<file path="src/hdl/cst_pkg.sv">
package cst_pkg;

  // Sizes
  localparam int unsigned BYTE_W     = 8;
  localparam int unsigned LINE_LIMIT = 4095;
  localparam int unsigned FIFO_DEPTH = 4;
  localparam int unsigned PTR_W      = $clog2(FIFO_DEPTH);
  localparam int unsigned CNT_W      = $clog2(FIFO_DEPTH + 1);

  // Characters the scanner looks at
  localparam logic [BYTE_W-1:0] CH_BSLASH = 8'h5C;
  localparam logic [BYTE_W-1:0] CH_SLASH  = 8'h2F;
  localparam logic [BYTE_W-1:0] CH_STAR   = 8'h2A;
  localparam logic [BYTE_W-1:0] CH_NL     = 8'h0A;
  localparam logic [BYTE_W-1:0] CH_DQUOTE = 8'h22;
  localparam logic [BYTE_W-1:0] CH_SQUOTE = 8'h27;

  // Scanner mode, one-hot
  typedef enum logic [6:0] {
    M_PLAIN      = 7'b0000001,
    M_SLASH      = 7'b0000010,
    M_LINE_CMT   = 7'b0000100,
    M_BLOCK      = 7'b0001000,
    M_BLOCK_STAR = 7'b0010000,
    M_STRING     = 7'b0100000,
    M_CHAR       = 7'b1000000
  } mode_e;

  // Results caused by one request: up to two bytes, b0 first
  typedef struct packed {
    logic [1:0]        cnt;
    logic [BYTE_W-1:0] b1;
    logic [BYTE_W-1:0] b0;
  } res_t;

  // One queued result
  typedef struct packed {
    logic [BYTE_W-1:0] data;
    logic              last;
  } entry_t;

endpackage

</file>
<file path="src/hdl/cst_if.sv">
interface cst_in_if;
  logic                        valid;
  logic                        ready;
  logic [cst_pkg::BYTE_W-1:0]  in_byte;
  logic                        end_of_text;

  modport source (output valid, output in_byte, output end_of_text, input ready);
  modport sink   (input valid, input in_byte, input end_of_text, output ready);
endinterface

interface cst_out_if;
  logic                        valid;
  logic                        ready;
  logic [cst_pkg::BYTE_W-1:0]  out_byte;
  logic                        last_of_run;

  modport source (output valid, output out_byte, output last_of_run, input ready);
  modport sink   (input valid, input out_byte, input last_of_run, output ready);
endinterface

</file>
<file path="src/hdl/cst_scan.sv">
module cst_scan #(
  parameter int unsigned LineLimit = cst_pkg::LINE_LIMIT
) (
  input  logic                       clk_i,
  input  logic                       rst_ni,
  input  logic                       fire_i,
  input  logic [cst_pkg::BYTE_W-1:0] byte_i,
  input  logic                       eot_i,
  output cst_pkg::res_t              res_o
);

  localparam int unsigned LenW = $clog2(LineLimit);

  cst_pkg::mode_e              mode_q, mode_d;
  logic [cst_pkg::BYTE_W-1:0]  prev_q;
  logic [LenW-1:0]             len_q;
  logic [LenW:0]               len_inc;
  logic                        at_end;
  logic                        plain;
  logic                        emit_slash;   // held slash released by a non-comment byte
  logic                        emit_byte;    // the byte itself
  logic                        emit_tail;    // slash still held at line end
  cst_pkg::mode_e              mode_mid;
  cst_pkg::res_t               res;

  assign len_inc = {1'b0, len_q} + (LenW+1)'(1);
  assign at_end  = (byte_i == cst_pkg::CH_NL) || (len_inc >= (LenW+1)'(LineLimit)) || eot_i;

  // Mode update and emitted bytes
  always_comb begin
    mode_mid   = mode_q;
    plain      = 1'b0;
    emit_slash = 1'b0;
    emit_byte  = 1'b0;
    unique case (mode_q)
      cst_pkg::M_SLASH: begin
        if (byte_i == cst_pkg::CH_SLASH) begin
          mode_mid = cst_pkg::M_LINE_CMT;
        end else if (byte_i == cst_pkg::CH_STAR) begin
          mode_mid = cst_pkg::M_BLOCK;
        end else begin
          emit_slash = 1'b1;
          plain      = 1'b1;
        end
      end
      cst_pkg::M_STRING, cst_pkg::M_CHAR: begin
        emit_byte = 1'b1;
        if ((byte_i == ((mode_q == cst_pkg::M_STRING) ? cst_pkg::CH_DQUOTE
                                                      : cst_pkg::CH_SQUOTE)) &&
            (prev_q != cst_pkg::CH_BSLASH)) begin
          mode_mid = cst_pkg::M_PLAIN;
        end
      end
      cst_pkg::M_LINE_CMT: begin
        mode_mid = cst_pkg::M_LINE_CMT;
      end
      cst_pkg::M_BLOCK: begin
        if (byte_i == cst_pkg::CH_NL) begin
          emit_byte = 1'b1;
        end else if (byte_i == cst_pkg::CH_STAR) begin
          mode_mid = cst_pkg::M_BLOCK_STAR;
        end
      end
      cst_pkg::M_BLOCK_STAR: begin
        if (byte_i == cst_pkg::CH_SLASH) begin
          mode_mid = cst_pkg::M_PLAIN;
        end else if (byte_i != cst_pkg::CH_STAR) begin
          mode_mid  = cst_pkg::M_BLOCK;
          emit_byte = (byte_i == cst_pkg::CH_NL);
        end
      end
      default: begin
        plain = 1'b1;
      end
    endcase

    // plain-text handling of the current byte
    if (plain) begin
      if (byte_i == cst_pkg::CH_DQUOTE) begin
        emit_byte = 1'b1;
        mode_mid  = cst_pkg::M_STRING;
      end else if (byte_i == cst_pkg::CH_SQUOTE) begin
        emit_byte = 1'b1;
        mode_mid  = cst_pkg::M_CHAR;
      end else if (byte_i == cst_pkg::CH_SLASH) begin
        mode_mid  = cst_pkg::M_SLASH;
      end else begin
        emit_byte = 1'b1;
        mode_mid  = cst_pkg::M_PLAIN;
      end
    end

    emit_tail = at_end && (mode_mid == cst_pkg::M_SLASH);
    mode_d    = at_end ? cst_pkg::M_PLAIN : mode_mid;
  end

  // Pack emitted bytes in order; never more than two
  always_comb begin
    res = '0;
    if (emit_slash) begin
      res.b0  = cst_pkg::CH_SLASH;
      res.cnt = 2'd1;
    end
    if (emit_byte) begin
      if (res.cnt == 2'd0) begin
        res.b0 = byte_i;
      end else begin
        res.b1 = byte_i;
      end
      res.cnt = res.cnt + 2'd1;
    end
    if (emit_tail) begin
      if (res.cnt == 2'd0) begin
        res.b0 = cst_pkg::CH_SLASH;
      end else begin
        res.b1 = cst_pkg::CH_SLASH;
      end
      res.cnt = res.cnt + 2'd1;
    end
  end

  assign res_o = res;

  // Scanner state
  always_ff @(posedge clk_i or negedge rst_ni) begin
    if (!rst_ni) begin
      mode_q <= cst_pkg::M_PLAIN;
      prev_q <= '0;
      len_q  <= '0;
    end else if (fire_i) begin
      mode_q <= mode_d;
      if (at_end) begin
        prev_q <= '0;
        len_q  <= '0;
      end else begin
        prev_q <= byte_i;
        len_q  <= len_inc[LenW-1:0];
      end
    end
  end

  // A line end always leaves the scanner in plain text with a fresh line
  a_line_end_resets: assert property (@(posedge clk_i) disable iff (!rst_ni)
    fire_i && at_end |=> (mode_q == cst_pkg::M_PLAIN) && (len_q == '0) && (prev_q == '0))
    else $error("scanner state not cleared at line end");

  // Line length stays below the limit
  a_len_bound: assert property (@(posedge clk_i) disable iff (!rst_ni)
    ({1'b0, len_q} < (LenW+1)'(LineLimit)))
    else $error("line length reached the limit");

  // At most two results per request
  a_res_cnt: assert property (@(posedge clk_i) disable iff (!rst_ni)
    fire_i |-> (res.cnt != 2'd3))
    else $error("more than two results for one byte");

endmodule

</file>
<file path="src/hdl/cst_fifo.sv">
module cst_fifo (
  input  logic           clk_i,
  input  logic           rst_ni,
  input  logic           push_i,
  input  cst_pkg::res_t  push_res_i,
  input  logic           pop_i,
  output logic           space_o,
  output logic           valid_o,
  output cst_pkg::entry_t entry_o
);

  localparam int unsigned Depth = cst_pkg::FIFO_DEPTH;
  localparam int unsigned PtrW  = cst_pkg::PTR_W;
  localparam int unsigned CntW  = cst_pkg::CNT_W;

  cst_pkg::entry_t mem_q [Depth];
  logic [PtrW-1:0] wr_q, rd_q;
  logic [CntW-1:0] cnt_q, cnt_d;
  logic [1:0]      push_n;
  logic            pop;

  assign push_n  = push_i ? push_res_i.cnt : 2'd0;
  assign pop     = pop_i && valid_o;
  assign valid_o = (cnt_q != '0);
  assign entry_o = mem_q[rd_q];
  // room for the largest burst of one request
  assign space_o = (cnt_q <= CntW'(Depth - 2));
  assign cnt_d   = cnt_q + CntW'(push_n) - CntW'(pop);

  // Storage
  always_ff @(posedge clk_i) begin
    if (push_n != 2'd0) begin
      mem_q[wr_q] <= '{data: push_res_i.b0, last: (push_n == 2'd1)};
    end
    if (push_n == 2'd2) begin
      mem_q[wr_q + PtrW'(1)] <= '{data: push_res_i.b1, last: 1'b1};
    end
  end

  // Pointers and fill count
  always_ff @(posedge clk_i or negedge rst_ni) begin
    if (!rst_ni) begin
      wr_q  <= '0;
      rd_q  <= '0;
      cnt_q <= '0;
    end else begin
      wr_q  <= wr_q + PtrW'(push_n);
      rd_q  <= rd_q + PtrW'(pop);
      cnt_q <= cnt_d;
    end
  end

  a_cnt_bound: assert property (@(posedge clk_i) disable iff (!rst_ni)
    cnt_q <= CntW'(Depth))
    else $error("result queue overfilled");

  a_push_room: assert property (@(posedge clk_i) disable iff (!rst_ni)
    (push_n != 2'd0) |-> space_o)
    else $error("push without room");

  a_ptr_track: assert property (@(posedge clk_i) disable iff (!rst_ni)
    (cnt_q == '0) || (cnt_q == CntW'(Depth)) || (wr_q != rd_q))
    else $error("pointers disagree with fill count");

endmodule

</file>
<file path="src/hdl/comment_stripping_text_filter_top.sv">
// Channel   Dir  Payload                    Transfer
// in_i      in   in_byte[7:0], end_of_text  valid && ready
// out_o     out  out_byte[7:0], last_of_run valid && ready
//
// One text byte is taken per cycle while ready is high; its 0 to 2 result
// bytes go into a four-entry result queue and leave one per out_o ready cycle.
// Input ready drops when the queue holds more than two entries, so a byte
// that yields two results slows the sustained input rate to the output rate.
// Reset (rst_ni, async, active low) clears the scanner to plain text and
// empties the queue; a stalled output only backs up through the queue.
module comment_stripping_text_filter_top #(
  parameter int unsigned LineLimit = cst_pkg::LINE_LIMIT
) (
  input  logic      clk_i,
  input  logic      rst_ni,
  cst_in_if.sink    in_i,
  cst_out_if.source out_o
);

  logic            fire;
  logic            space;
  cst_pkg::res_t   res;
  cst_pkg::entry_t entry;

  assign in_i.ready = space;
  assign fire       = in_i.valid && space;

  // Per-byte scanner
  cst_scan #(
    .LineLimit (LineLimit)
  ) u_scan (
    .clk_i  (clk_i),
    .rst_ni (rst_ni),
    .fire_i (fire),
    .byte_i (in_i.in_byte),
    .eot_i  (in_i.end_of_text),
    .res_o  (res)
  );

  // Result queue
  cst_fifo u_fifo (
    .clk_i      (clk_i),
    .rst_ni     (rst_ni),
    .push_i     (fire),
    .push_res_i (res),
    .pop_i      (out_o.ready),
    .space_o    (space),
    .valid_o    (out_o.valid),
    .entry_o    (entry)
  );

  assign out_o.out_byte    = entry.data;
  assign out_o.last_of_run = entry.last;

endmodule
</file>
<file path="src/flat_wrapper.sv">
// flat-port wrapper written by rule: the top's interface ports become plain ports
module comment_stripping_text_filter_top_flat 
#(
  parameter int unsigned LineLimit = cst_pkg::LINE_LIMIT
)
  (clk_i, rst_ni, in_i_valid, in_i_in_byte, in_i_end_of_text, in_i_ready, out_o_valid, out_o_out_byte, out_o_last_of_run, out_o_ready);
  cst_in_if in_i_i ();
  cst_out_if out_o_i ();
  input  logic clk_i;
  input  logic rst_ni;
  input wire logic [$bits(in_i_i.valid)-1:0] in_i_valid;
  input wire logic [$bits(in_i_i.in_byte)-1:0] in_i_in_byte;
  input wire logic [$bits(in_i_i.end_of_text)-1:0] in_i_end_of_text;
  output wire logic [$bits(in_i_i.ready)-1:0] in_i_ready;
  output wire logic [$bits(out_o_i.valid)-1:0] out_o_valid;
  output wire logic [$bits(out_o_i.out_byte)-1:0] out_o_out_byte;
  output wire logic [$bits(out_o_i.last_of_run)-1:0] out_o_last_of_run;
  input wire logic [$bits(out_o_i.ready)-1:0] out_o_ready;
  assign in_i_i.valid = in_i_valid;
  assign in_i_i.in_byte = in_i_in_byte;
  assign in_i_i.end_of_text = in_i_end_of_text;
  assign in_i_ready = in_i_i.ready;
  assign out_o_valid = out_o_i.valid;
  assign out_o_out_byte = out_o_i.out_byte;
  assign out_o_last_of_run = out_o_i.last_of_run;
  assign out_o_i.ready = out_o_ready;
  comment_stripping_text_filter_top #(.LineLimit(LineLimit)) u_core (.clk_i(clk_i), .rst_ni(rst_ni), .in_i(in_i_i), .out_o(out_o_i));
endmodule
</file>
<file path="config.mk">
export PLATFORM = sky130hd
export DESIGN_NAME = comment_stripping_text_filter_top_flat
export DESIGN_NICKNAME = d
export VERILOG_FILES = /design/src/hdl/cst_pkg.sv /design/src/hdl/cst_if.sv /design/src/hdl/cst_scan.sv /design/src/hdl/cst_fifo.sv /design/src/hdl/comment_stripping_text_filter_top.sv /design/src/flat_wrapper.sv
export SDC_FILE = /design/constraint.sdc
export NUM_CORES = 1
export LEC_CHECK = 0
export ABC_AREA = 1
export BUFFER_PORTS_ARGS = -buffer_cell sky130_fd_sc_hd__buf_2
export CAP_MARGIN = 20
export CORE_UTILIZATION = 43
export CTS_CLUSTER_SIZE = 8
export DETAILED_ROUTE_END_ITERATION = 16
export GPL_TIMING_DRIVEN = 0
export PLACE_DENSITY = 0.57
export SLEW_MARGIN = 20
export SYNTH_ARGS = -nofsm -noshare
export SYNTH_HDL_FRONTEND = slang
export SYNTH_SLANG_ARGS = --single-unit
</file>
<file path="constraint.sdc">
create_clock -name clk_i -period 3.6 [get_ports clk_i]
set_clock_uncertainty 0.05 [all_clocks]
set_input_delay 0.9 -clock clk_i [delete_from_list [all_inputs] [get_ports clk_i]]
set_output_delay 0.9 -clock clk_i [all_outputs]
set_load 0.005 [all_outputs]
</file>
Yosys cells after proc, flatten, opt, wreduce, memory -nomap -nowiden
Memory sizes are Yosys's and may differ from the RTL's.
Index checks and enable logic that the tools add are counted.
{"block": "word_totals", "reg_bits": 34, "mem_count": 1, "out_inout_bits": 11, "ramBits": 36}
{"name": "u_core.u_fifo.mem_q", "depth": 4, "word_bits": 9, "rd": 1, "rd_ports_with_merged_regs": 0, "wr": 2, "line": "cst_fifo.sv:16", "text": "cst_pkg::entry_t mem_q [Depth];"}
{"block": "classes", "addsub": 8, "n_lt_le_gt_ge": 2, "eq_ne": 17, "n_reduce_logical": 12, "muxes": 41}
{"cell": "two-way mux 7 bit", "count": 11}
{"cell": "two-way mux 8 bit", "count": 5}
{"cell": "two-way mux 18 bit", "count": 2}
{"cell": "one-hot mux 7 bit (5 select lines)", "count": 1}
{"cell": "equality test 8 x 6 -> 1 bit, second input constant", "count": 4}
{"cell": "two-way mux 1 bit", "count": 15}
{"cell": "equality test 7 x 2 -> 1 bit, second input constant", "count": 2}
{"cell": "adder 12 x 1 -> 13 bit, second input constant", "count": 1}
{"cell": ">= comparator 13 x 12 -> 1 bit, second input constant", "count": 1}
{"cell": "two-way mux 12 bit", "count": 1}
{"cell": "equality test 8 x 4 -> 1 bit, second input constant", "count": 1}
{"cell": "equality test 8 x 6 -> 1 bit", "count": 1}
{"cell": "inequality test 8 x 6 -> 1 bit, second input constant", "count": 1}
{"cell": "inequality test 8 x 7 -> 1 bit, second input constant", "count": 1}
{"cell": "equality test 7 x 3 -> 1 bit, second input constant", "count": 1}
{"cell": "equality test 7 x 4 -> 1 bit, second input constant", "count": 1}
{"cell": "equality test 7 x 5 -> 1 bit, second input constant", "count": 1}
{"cell": "equality test 7 x 6 -> 1 bit, second input constant", "count": 1}
{"cell": "equality test 7 bit, second input constant", "count": 1}
{"cell": "adder 2 x 1 -> 2 bit, second input constant", "count": 3}
{"cell": "two-way mux 6 bit", "count": 1}
{"cell": "OR reduction 5 bit", "count": 1}
{"cell": "logical AND 1 bit", "count": 4}
{"cell": "logical NOT 2 bit", "count": 2}
{"cell": "15 further kinds", "count": 17}

Depth between registers and ports, before layout
Gate-level depths: netlist of the first run.
{"block": "logic_depth", "word_depth": 16, "ltp_mapped": 22, "ltp_nobuf": 22}

Modules after synthesis
Synthesis of the first run repeated with hierarchy kept, for this count alone.
{"block": "unflattened", "cells_unflattened": 566, "area_unflattened_um2": 4341.7}
{"module": "cst_fifo", "cells_per_inst": 252, "seq_area_each_um2": 1216.2, "area_each_um2": 2238.4, "instances": 1}
{"module": "cst_scan", "cells_per_inst": 312, "seq_area_each_um2": 676.9, "area_each_um2": 2095.8, "instances": 1}
{"module": "comment_stripping_text_filter_top", "cells_per_inst": 2, "seq_area_each_um2": 0.0, "area_each_um2": 7.5, "instances": 1}

Worst setup path after synthesis of the first run
No wires, ideal clock.
{"block": "synth_timing", "path_kind": "input-to-reg", "startpoint": "input in_i_in_byte[7]", "endpoint": "register u_core.u_fifo.cnt_q[2]", "arrival_ns": 3.568, "stages": 21, "setup_time_ns": 0.129, "path_slack_ns": -0.147, "required_ns": 3.421, "cell_sequence": "nor2_1 > nand3_1 > nor2_1 > nand2_1 > nand2_1 > nand2_1 > nand2_1 > inv_1 > nand2_1 > nand2_1 > clkinv_1 > ha_1 > nand3_1 > nand3_4 > ha_1 > inv_1 > ha_1 > inv_1 > fa_1 > xnor2_1 > xor2_1"}
{"block": "synth_between", "elab_chain_len": 14, "word_cells_on_any_way": 44}
{"item": "from (decl)", "line": "flat_wrapper.sv:12", "text": "input wire logic [$bits(in_i_i.in_byte)-1:0] in_i_in_byte;"}
{"item": "equality test 8 x 4 -> 1 bit / inequality test 8 x 6 -> 1 bit (equally long branches)"}
{"item": "two-way mux 1 bit", "line": "cst_scan.sv:67", "text": "end else if (byte_i != cst_pkg::CH_STAR) begin"}
{"item": "two-way mux 1 bit", "line": "cst_scan.sv:65", "text": "if (byte_i == cst_pkg::CH_SLASH) begin"}
{"item": "one-hot mux 1 bit (3 select lines)", "line": "cst_scan.sv:35", "text": "unique case (mode_q)"}
{"item": "two-way mux 1 bit", "line": "cst_scan.sv:85", "text": "end else if (byte_i == cst_pkg::CH_SLASH) begin"}
{"item": "two-way mux 1 bit", "line": "cst_scan.sv:82", "text": "end else if (byte_i == cst_pkg::CH_SQUOTE) begin"}
{"item": "two-way mux 1 bit", "line": "cst_scan.sv:79", "text": "if (byte_i == cst_pkg::CH_DQUOTE) begin"}
{"item": "two-way mux 1 bit", "line": "cst_scan.sv:78", "text": "if (plain) begin"}
{"item": "two-way mux 18 bit", "line": "cst_scan.sv:104", "text": "if (emit_byte) begin"}
{"item": "adder 2 x 1 -> 2 bit", "line": "cst_scan.sv:118", "text": "res.cnt = res.cnt + 2'd1;"}
{"item": "two-way mux 18 bit *", "line": "cst_scan.sv:112", "text": "if (emit_tail) begin"}
{"item": "two-way mux 2 bit *", "line": "cst_fifo.sv:22", "text": "assign push_n = push_i ? push_res_i.cnt : 2'd0;"}
{"item": "adder 3 x 2 -> 3 bit *", "line": "cst_fifo.sv:28", "text": "assign cnt_d = cnt_q + CntW'(push_n) - CntW'(pop);"}
{"item": "subtractor 3 x 1 -> 3 bit *", "line": "cst_fifo.sv:28"}
{"item": "net u_core.u_fifo.cnt_d[2]", "line": "cst_fifo.sv:18", "text": "logic [CntW-1:0] cnt_q, cnt_d;"}
{"item": "to (signal assigned)", "line": "cst_fifo.sv:49", "text": "cnt_q <= cnt_d;"}
{"item": "to (decl)", "line": "cst_fifo.sv:18"}
Mark *: on every way through the listed nets, which the timed path passes. The rest lies on a longest branch.
A chain may end at the register's enable or synchronous reset.

Worst setup path in the final report of the first run
{"block": "layout_timing", "startpoint": "input in_i_in_byte[6]", "endpoint": "register u_core.u_fifo.cnt_q[2]"}
The elaborated chain is that of the path after synthesis.

==> results of run 1 <==
-- placed cells by master, fill, tap and decap left out, types with 2 or more instances in the layout --
| cell type | n |
|---|---|
| nand2_1 | 83 |
| nand3_1 | 81 |
| inv_1 | 58 |
| o21ai_0 | 49 |
| nor2_1 | 43 |
| dfrtp_1 | 33 |
| edfxtp_1 | 32 |
| buf_2 | 24 |
| o22ai_1 | 24 |
| buf_4 | 17 |
| nand2_2 | 12 |
| clkbuf_1 | 12 |
| clkbuf_8 | 9 |
| a21oi_1 | 8 |
| ha_1 | 8 |
| nor3_1 | 7 |
| nor2_2 | 7 |
| nand4_1 | 7 |
| xor2_1 | 7 |
| nor2_4 | 5 |
| dfxtp_1 | 4 |
| inv_2 | 3 |
| o21ai_1 | 3 |
| clkinv_4 | 3 |
| buf_8 | 3 |
| nor4_1 | 3 |
| clkinv_2 | 3 |
| nand3_2 | 2 |
| nand3_4 | 2 |
| nand2_4 | 2 |
| buf_6 | 2 |
| a21boi_0 | 2 |
-- path summary, 6_finish.rpt --
| path | start | end | slack [ns] | depth (start not counted) |
|---|---|---|---|---|
| hold reg to reg | u_core.u_fifo.mem_q[0][0] | u_core.u_fifo.mem_q[0][0] | 0.43 | 2 |
| max in group asynchronous | rst_ni | u_core.u_scan.prev_q[5] | 2.43 | 1 |
| setup reg to reg | u_core.u_scan.mode_q[0] | u_core.u_fifo.cnt_q[2] | 0.24 | 22 |
| setup / recovery | in_i_in_byte[6] | u_core.u_fifo.cnt_q[2] | 0.20 | 22 |
| min in group asynchronous | rst_ni | u_core.u_fifo.cnt_q[0] | 0.57 | 1 |
| hold / removal | u_core.u_fifo.mem_q[0][0] | u_core.u_fifo.mem_q[0][0] | 0.43 | 2 |
-- cells by family (layout without fill, tap and decap cells) --
logic type,after synthesis,in the layout
compound gates,91,91
xor+xnor,9,9
fa+ha+maj,10,10
buf+inv,80,136
flops,70,70
simple gates,257,257
-- worst max-delay path, stage by stage --
cell and delay [ns]:
buf_2 0.14, nor2_4 0.14, nand3_2 0.12, nor2_4 0.14
nand2_2 0.07, nand2_2 0.08, nand2_1 0.06, nand2_2 0.08
inv_1 0.07, nand2_1 0.07, nand2_2 0.08, clkinv_4 0.06
ha_1 0.24, nand3_2 0.09, nand3_4 0.11, ha_4 0.25
inv_1 0.05, ha_1 0.13, inv_1 0.05, fa_2 0.35
xnor2_2 0.14, xor2_1 0.15
-- state kept, by name, summed over array words and instances (netlist names) --
register and count:
u_core.u_fifo.mem_q 36, u_core.u_scan.len_q 12, u_core.u_fifo.cnt_q 3, u_core.u_fifo.rd_q 2, u_core.u_scan.prev_q 8, u_core.u_scan.mode_q 7
u_core.u_fifo.wr_q 2
-- metrics by stage --
stage          hold slack, ns  TNS (ns)  cell area, µm²
6_report                0.434         0            4840
5_1_grt                 0.453   -0.0202            4840
4_1_cts                 0.438         0            4770
3_5_place_dp            0.409     -9.11            4480
3_3_place_gp            0.403     -8.22            4480
2_1_floorplan           0.374         0            4200
-- synthesized netlist by cell type (all sizes together) --
cell / n / area share [%]
dfxtp: 4 / 1.9
clkbuf: 11 / 0.99
nor2: 55 / 5.7
ha: 9 / 2.7
a22oi: 1 / 0.18
clkinv: 1 / 0.090
o32ai: 1 / 0.21
edfxtp: 32 / 23
o22ai: 24 / 3.6
nor3: 9 / 1.2
dfrtp: 33 / 20
buf: 7 / 1.8
or2: 1 / 0.15
xor2: 7 / 1.5
a22o: 1 / 0.21
dfstp: 1 / 0.63
a21boi: 2 / 0.36
o21ai: 52 / 6.3
nand3: 85 / 11
nor4: 3 / 0.45
a21oi: 8 / 0.96
o31ai: 1 / 0.18
inv: 61 / 5.5
a32oi: 1 / 0.21
xnor2: 2 / 0.42
nand2: 97 / 9.5
nand4: 7 / 1.1
fa: 1 / 0.48
-- timing repair --
item                                    CTS  global route
pin swaps                                 8             8
endpoints found under the setup margin    2            26
setup buffers                            11             6
gates resized for setup                   8             7
-- cell type report --
class | count | area, µm²
plain buffers | 18 | 118
clock buffers | 10 | 128
clock inverters | 6 | 62.6
fillers | 919 | 4480
inverters | 62 | 238
multi-input cells | 367 | 2000
flip-flops and latches | 70 | 1890
well taps | 129 | 161
repair buffers | 40 | 243
-- power breakdown --
part	switching (W)	internal, W
Clock	0.000302	0.000319
Combinational	0.000745	0.000417
Sequential	0.000131	0.00105
Total	0.00118	0.00178
-- per-layer routing --
| layer | vias to the layer above | track usage (%) | wire length (µm) | share of wire [%] |
|---|---|---|---|---|
| met3 | 15 | 2.58 | 308 | 3.0 |
| met2 | 79 | 37.6 | 5040 | 50 |
| met1 | 1730 | 27.2 | 4620 | 46 |
| li1 | 1870 | - | - | - |
| met4 | 0 | 7.92 | 177 | 1.7 |
| met5 | - | 0 | 0 | 0 |
==> reports/metrics.cfg, run 1 <==
[clocking]
clk_pin_slew_worst_paths_ns=0.08
cts_tree=yes
cts_sinks=70
htree_num_levels=3
clock-root-buffer=clkbuf_8
cts_hold_buf=0
clk_latency_ns=0.35
clock_path_buffers=2
cts_buffers=9

[cells_and_area]
diodes=0
utilization_pct=51.9
area_growth_pct=16.3
fin_nets=591
fin_cells=702
drive_gt1_share_pct=17.8

[global_route]
grt_max_degree=35
grt_use_total_pct=21.5
gr-total-overflow=0
grt_pass1_wl_mm=16.9
antenna_found_initial=0
grt_pass1_vias=3564

[detailed_routing]
route.detailed.drc=0
vias_per_cell=5.26
routedWlPerCell_um=14.4
dr.pass1.iters=5
drtIter0Drc=112
routed_wl_mm=10.1
vias=3694
ant_nets=0

[synthesis]
synthAdderAreaFrac_pct=3.19
synth_xor_area_share_pct=1.89
ys_seq_elements=70
synth.area.mux_share_pct=0
syn_area_per_cell_um2=8.05
synth_cells=517
yosysSeqAreaShare_pct=45.5
yosysUniqueCellTypes=39
ys_warn_count=0
synth_top_family_by_area=simple AND/OR/NAND/NOR gates
synth_compound_area_share_pct=12.2
synthSimpleGateAreaFrac_pct=28.9
syn_area_mm2=0.00416
syn_nets=540

[sta]
slew_viol_final=0
final-hold-violation-count=0
worstMarginPinSlew_ns=0.772
fin_crit_sh_pct=94.3
setup_viol=0
min_period_ns=3.40
relSlewSlack_pct=48.5
max_freq_mhz=294
setup_slack_ns=0.204

[pwr]
power_density_mw_per_mm2=611
p_leak_nw=2.14
vdd_drop_max_uv=242
p_total_w=0.00296

[place]
dp_hpwl_mm=7.64
portBuffers=23
placed_cells=669
gp_congestion=0.885
dpl_worst_slack_ns=-0.569

[floorplan]
initial_core_util_pct=44.6
ios=24
core-area_mm2=0.00933
die-width_um=100
dieArea_mm2=0.0101
die_h_um=100
num_rows=35

[job]
drv_cap=0

[critical_path]
crit_required_ns=3.79
cp-start-kind=input port
crit_arrival_ns=3.58
crit_type=in2reg
end_kind=flip-flop
cp_max_fo=4

[hold_path]
hp-class=reg2reg

[status]
outcome=finished, final reports clean

Note: power is estimated with default switching activity, not from simulation.
==> inputs of run 2 (changes only) <==
ABC_AREA = unset   (was 1)
CELL_PAD_IN_SITES_DETAIL_PLACEMENT = 0   (was unset)
CELL_PAD_IN_SITES_GLOBAL_PLACEMENT = 1   (was unset)
CORE_MARGIN = 2   (was unset)
PLACE_DENSITY = 0.69   (was 0.57)
==> reports/metrics.cfg, run 2 <==
[sta]
setup_viol=38  ; +38
final-hold-violation-count=0  ; unchanged
fin_crit_sh_pct=104  ; +9.6 points
max_freq_mhz=267  ; -9.2%
setup_slack_ns=-0.141  ; -0.345 ns
grt_setup_unrepaired=true
worstMarginPinSlew_ns=1.00  ; +0.233 ns
min_period_ns=3.74  ; +0.345 ns
relSlewSlack_pct=32.5  ; -16 points
slew_viol_final=0  ; unchanged

[cells_and_area]
regMostFlops=u_core.u_fifo.mem_q
area_growth_pct=32.4
diodes=0  ; unchanged
fin_nets=565  ; -4.4%
largest_register_ffs=36  ; unchanged
final_common_cell=nand2_1
utilization_pct=58.1  ; +6.2 points
fin_area_mm2=0.00595  ; +23%
final_cell_mix=nand2_1, buf_4, edfxtp_1
drive_gt1_share_pct=35.3  ; +17 points
fillers=879  ; -4.4%
reg_top3=u_core.u_fifo.mem_q x36, u_core.u_scan.len_q x12, u_core.u_scan.prev_q x8

[detailed_routing]
drtIter0Drc=334  ; +200%
vias_per_cell=6.27  ; +19%
ant_nets=0  ; unchanged
dr.pass1.iters=5  ; unchanged
vias=4284  ; +16%
routed_wl_mm=14.4  ; +42%
routedWlPerCell_um=21.1  ; +46%
route.detailed.drc=0  ; unchanged

[critical_path]
end_kind=flip-flop
cp_max_fo=5  ; +1
cpMaxStageDelayCell=or3b_4
cp-start-kind=input port
crit_required_ns=3.82  ; +0.03 ns
ff2ff_setup_slack_ns=-0.10  ; -0.34 ns
crit_arrival_ns=3.96  ; +0.38 ns
path_cells=buf_12, or3b_4, or2_4, o21ai_4, inv_2, a31oi_4, o21ai_2, buf_6, inv_4, ha_4, xnor2_4, nand2b_4, ha_4, inv_2, ha_4, inv_2, fa_2, xor2_2, xnor2_1
crit_type=in2reg
reg2reg_depth=16  ; -27%
slowest_delay_ns=0.43  ; +0.08 ns

[global_route]
gr-total-overflow=0  ; unchanged
grt_pass1_vias=4057  ; +14%
grt_max_degree=35  ; unchanged
grt_pass1_wl_mm=21.9  ; +30%
antenna_found_initial=0  ; unchanged
grt_use_total_pct=25.4  ; +3.9 points

[synthesis]
synth_edf_count=32  ; unchanged
ys_warn_count=0  ; unchanged
ys_seq_elements=70  ; unchanged
async_flop_share_pct=48.6  ; unchanged
syn_area_mm2=0.00449  ; +7.8%
synth_area_leaders=edfxtp_1, dfrtp_1, nand2_1, o22ai_1, mux4_2
synth_most_common_cell=nand2_1
synth_cells=459  ; -11%
synth.largest_area_cell=edfxtp_1
yosysUniqueCellTypes=75  ; +92%
yosysSeqAreaShare_pct=42.2  ; -3.3 points
synthFlopType=dfrtp_1
synth_common_cells=nand2_1, dfrtp_1, o22ai_1
syn_area_per_cell_um2=9.78  ; +21%
syn_nets=482  ; -11%
synth_top_area_share_pct=21.4  ; -1.7 points

[floorplan]
num_rows=37  ; +5.7%
ios=24  ; unchanged
core-area_mm2=0.0102  ; +9.7%
die_h_um=106  ; +5.8%
die-width_um=106  ; +5.8%
dieArea_mm2=0.0113  ; +12%
initial_core_util_pct=43.9  ; -0.75 points

[pwr]
swShare_pct=36.2  ; -3.6 points
p_leak_nw=2.10  ; -1.6%
pwr-share-comb_pct=37.3  ; -2.0 points
seq_power_share_pct=39.0  ; -0.8 points
p_clk_share_pct=23.8  ; +2.8 points
intPower_w=0.00180  ; +1.2%
p_sw_w=0.00102  ; -13%
vdd_drop_max_uv=369  ; +52%
power_density_mw_per_mm2=475  ; -22%

[clocking]
clk_latency_ns=0.37  ; +0.02 ns
cts_tree=yes
clock_path_buffers=2  ; unchanged
cts_hold_buf=0  ; unchanged
clock-root-buffer=clkbuf_8
cts_buffers=9  ; unchanged
htree_num_levels=3  ; unchanged
cts_sinks=70  ; unchanged
clk_pin_slew_worst_paths_ns=0.09  ; about the same

[status]
failed_checks=negative setup slack
outcome=complete, but fails checks

[hold_path]
min_path_cells=1  ; -1
hp-class=reg2reg

[place]
portBuffers=21  ; -8.7%
gp_congestion=0.890  ; +0.52%
dp_hpwl_mm=9.07  ; +19%
dpl-instance-area_mm2=0.00486  ; +8.5%

[job]
drv_cap=0  ; unchanged

==> run 2: worst max-delay path: cells and delay by family <==
kind,cells,cell delay [ns]
xor gates and xnor gates,3,0.46
buffers and inverters,6,0.47
adders and majority gates,4,0.88
and+or+nand+nor,3,0.86
AOI/OAI and AO/OA,3,0.39
==> run 2: power by group through the flow <==
stage / sequential [W] / clock (W) / combinational [W]
detailed placement: 0.00112 / 0 / 0.000932
CTS: 0.00110 / 0.000685 / 0.00101
floorplan: 0.00109 / 0 / 0.000644
global route: 0.00112 / 0.000713 / 0.00116
global placement: 0.00111 / 0 / 0.000903
finish: 0.00110 / 0.000672 / 0.00105
==> run 2: area by class of cell <==
type                       count  area [µm²]  area share, %
sequential                    70        1900           31.9
multi-input combinational    339        2810           47.3
tap                          136         170           2.86
clock buffer                  10         128           2.15
clock inverter                 6        68.8           1.16
inverter                      17        73.8           1.24
timing repair buffer          78         639           10.8
buffer                        27         159           2.67
==> run 2: per-layer routing <==
metal / up-vias / wire length (µm) / track usage, %
met1: 2109 / 6240 / 35.2
met5: - / 0 / 0
met3: 30 / 982 / 4.54
met4: 0 / 325 / 7.99
li1: 1942 / - / -
met2: 203 / 6900 / 40.6
==> run 2: final timing paths <==
check	start	end
setup / recovery	in_i_in_byte[6]	u_core.u_fifo.cnt_q[2]
max in group asynchronous	rst_ni	u_core.u_scan.mode_q[4]
hold / removal	u_core.u_fifo.mem_q[0][0]	u_core.u_fifo.mem_q[0][0]
hold reg to reg	u_core.u_fifo.mem_q[0][0]	u_core.u_fifo.mem_q[0][0]
setup reg to reg	u_core.u_scan.mode_q[1]	u_core.u_fifo.cnt_q[2]
min in group asynchronous	rst_ni	u_core.u_scan.len_q[3]
==> run 2: what timing repair did <==
item                       in CTS  in global routing
cloned                          1                  1
gates resized for setup        56                 38
buffers inserted               29                 28
pin swaps                      17                 30
setup endpoints to repair      72                 67
==> run 2: per-stage QoR <==
step           std cells  hold slack (ns)  setup TNS, ns  setup WS [ns]  total power [W]
6_report             683            0.416          -2.10         -0.141          0.00283
5_1_grt              683            0.433          -8.79         -0.264          0.00299
4_1_cts              657            0.420          -4.42         -0.169          0.00280
3_5_place_dp         616            0.398         -69.90          -1.14          0.00205
3_3_place_gp         616            0.400         -70.06          -1.13          0.00201
2_1_floorplan        459            0.377         -10.85         -0.607          0.00173
==> run 2: cell families after synthesis <==
group / synth area share [%]
buffers and inverters: 5.27
multiplexers: 6.77
flip-flops: 42.2
AND/OR/NAND/NOR: 18.2
adder cells (fa/ha/maj): 2.95
XOR/XNOR: 2.15
AO/OA/AOI/OAI: 22.5
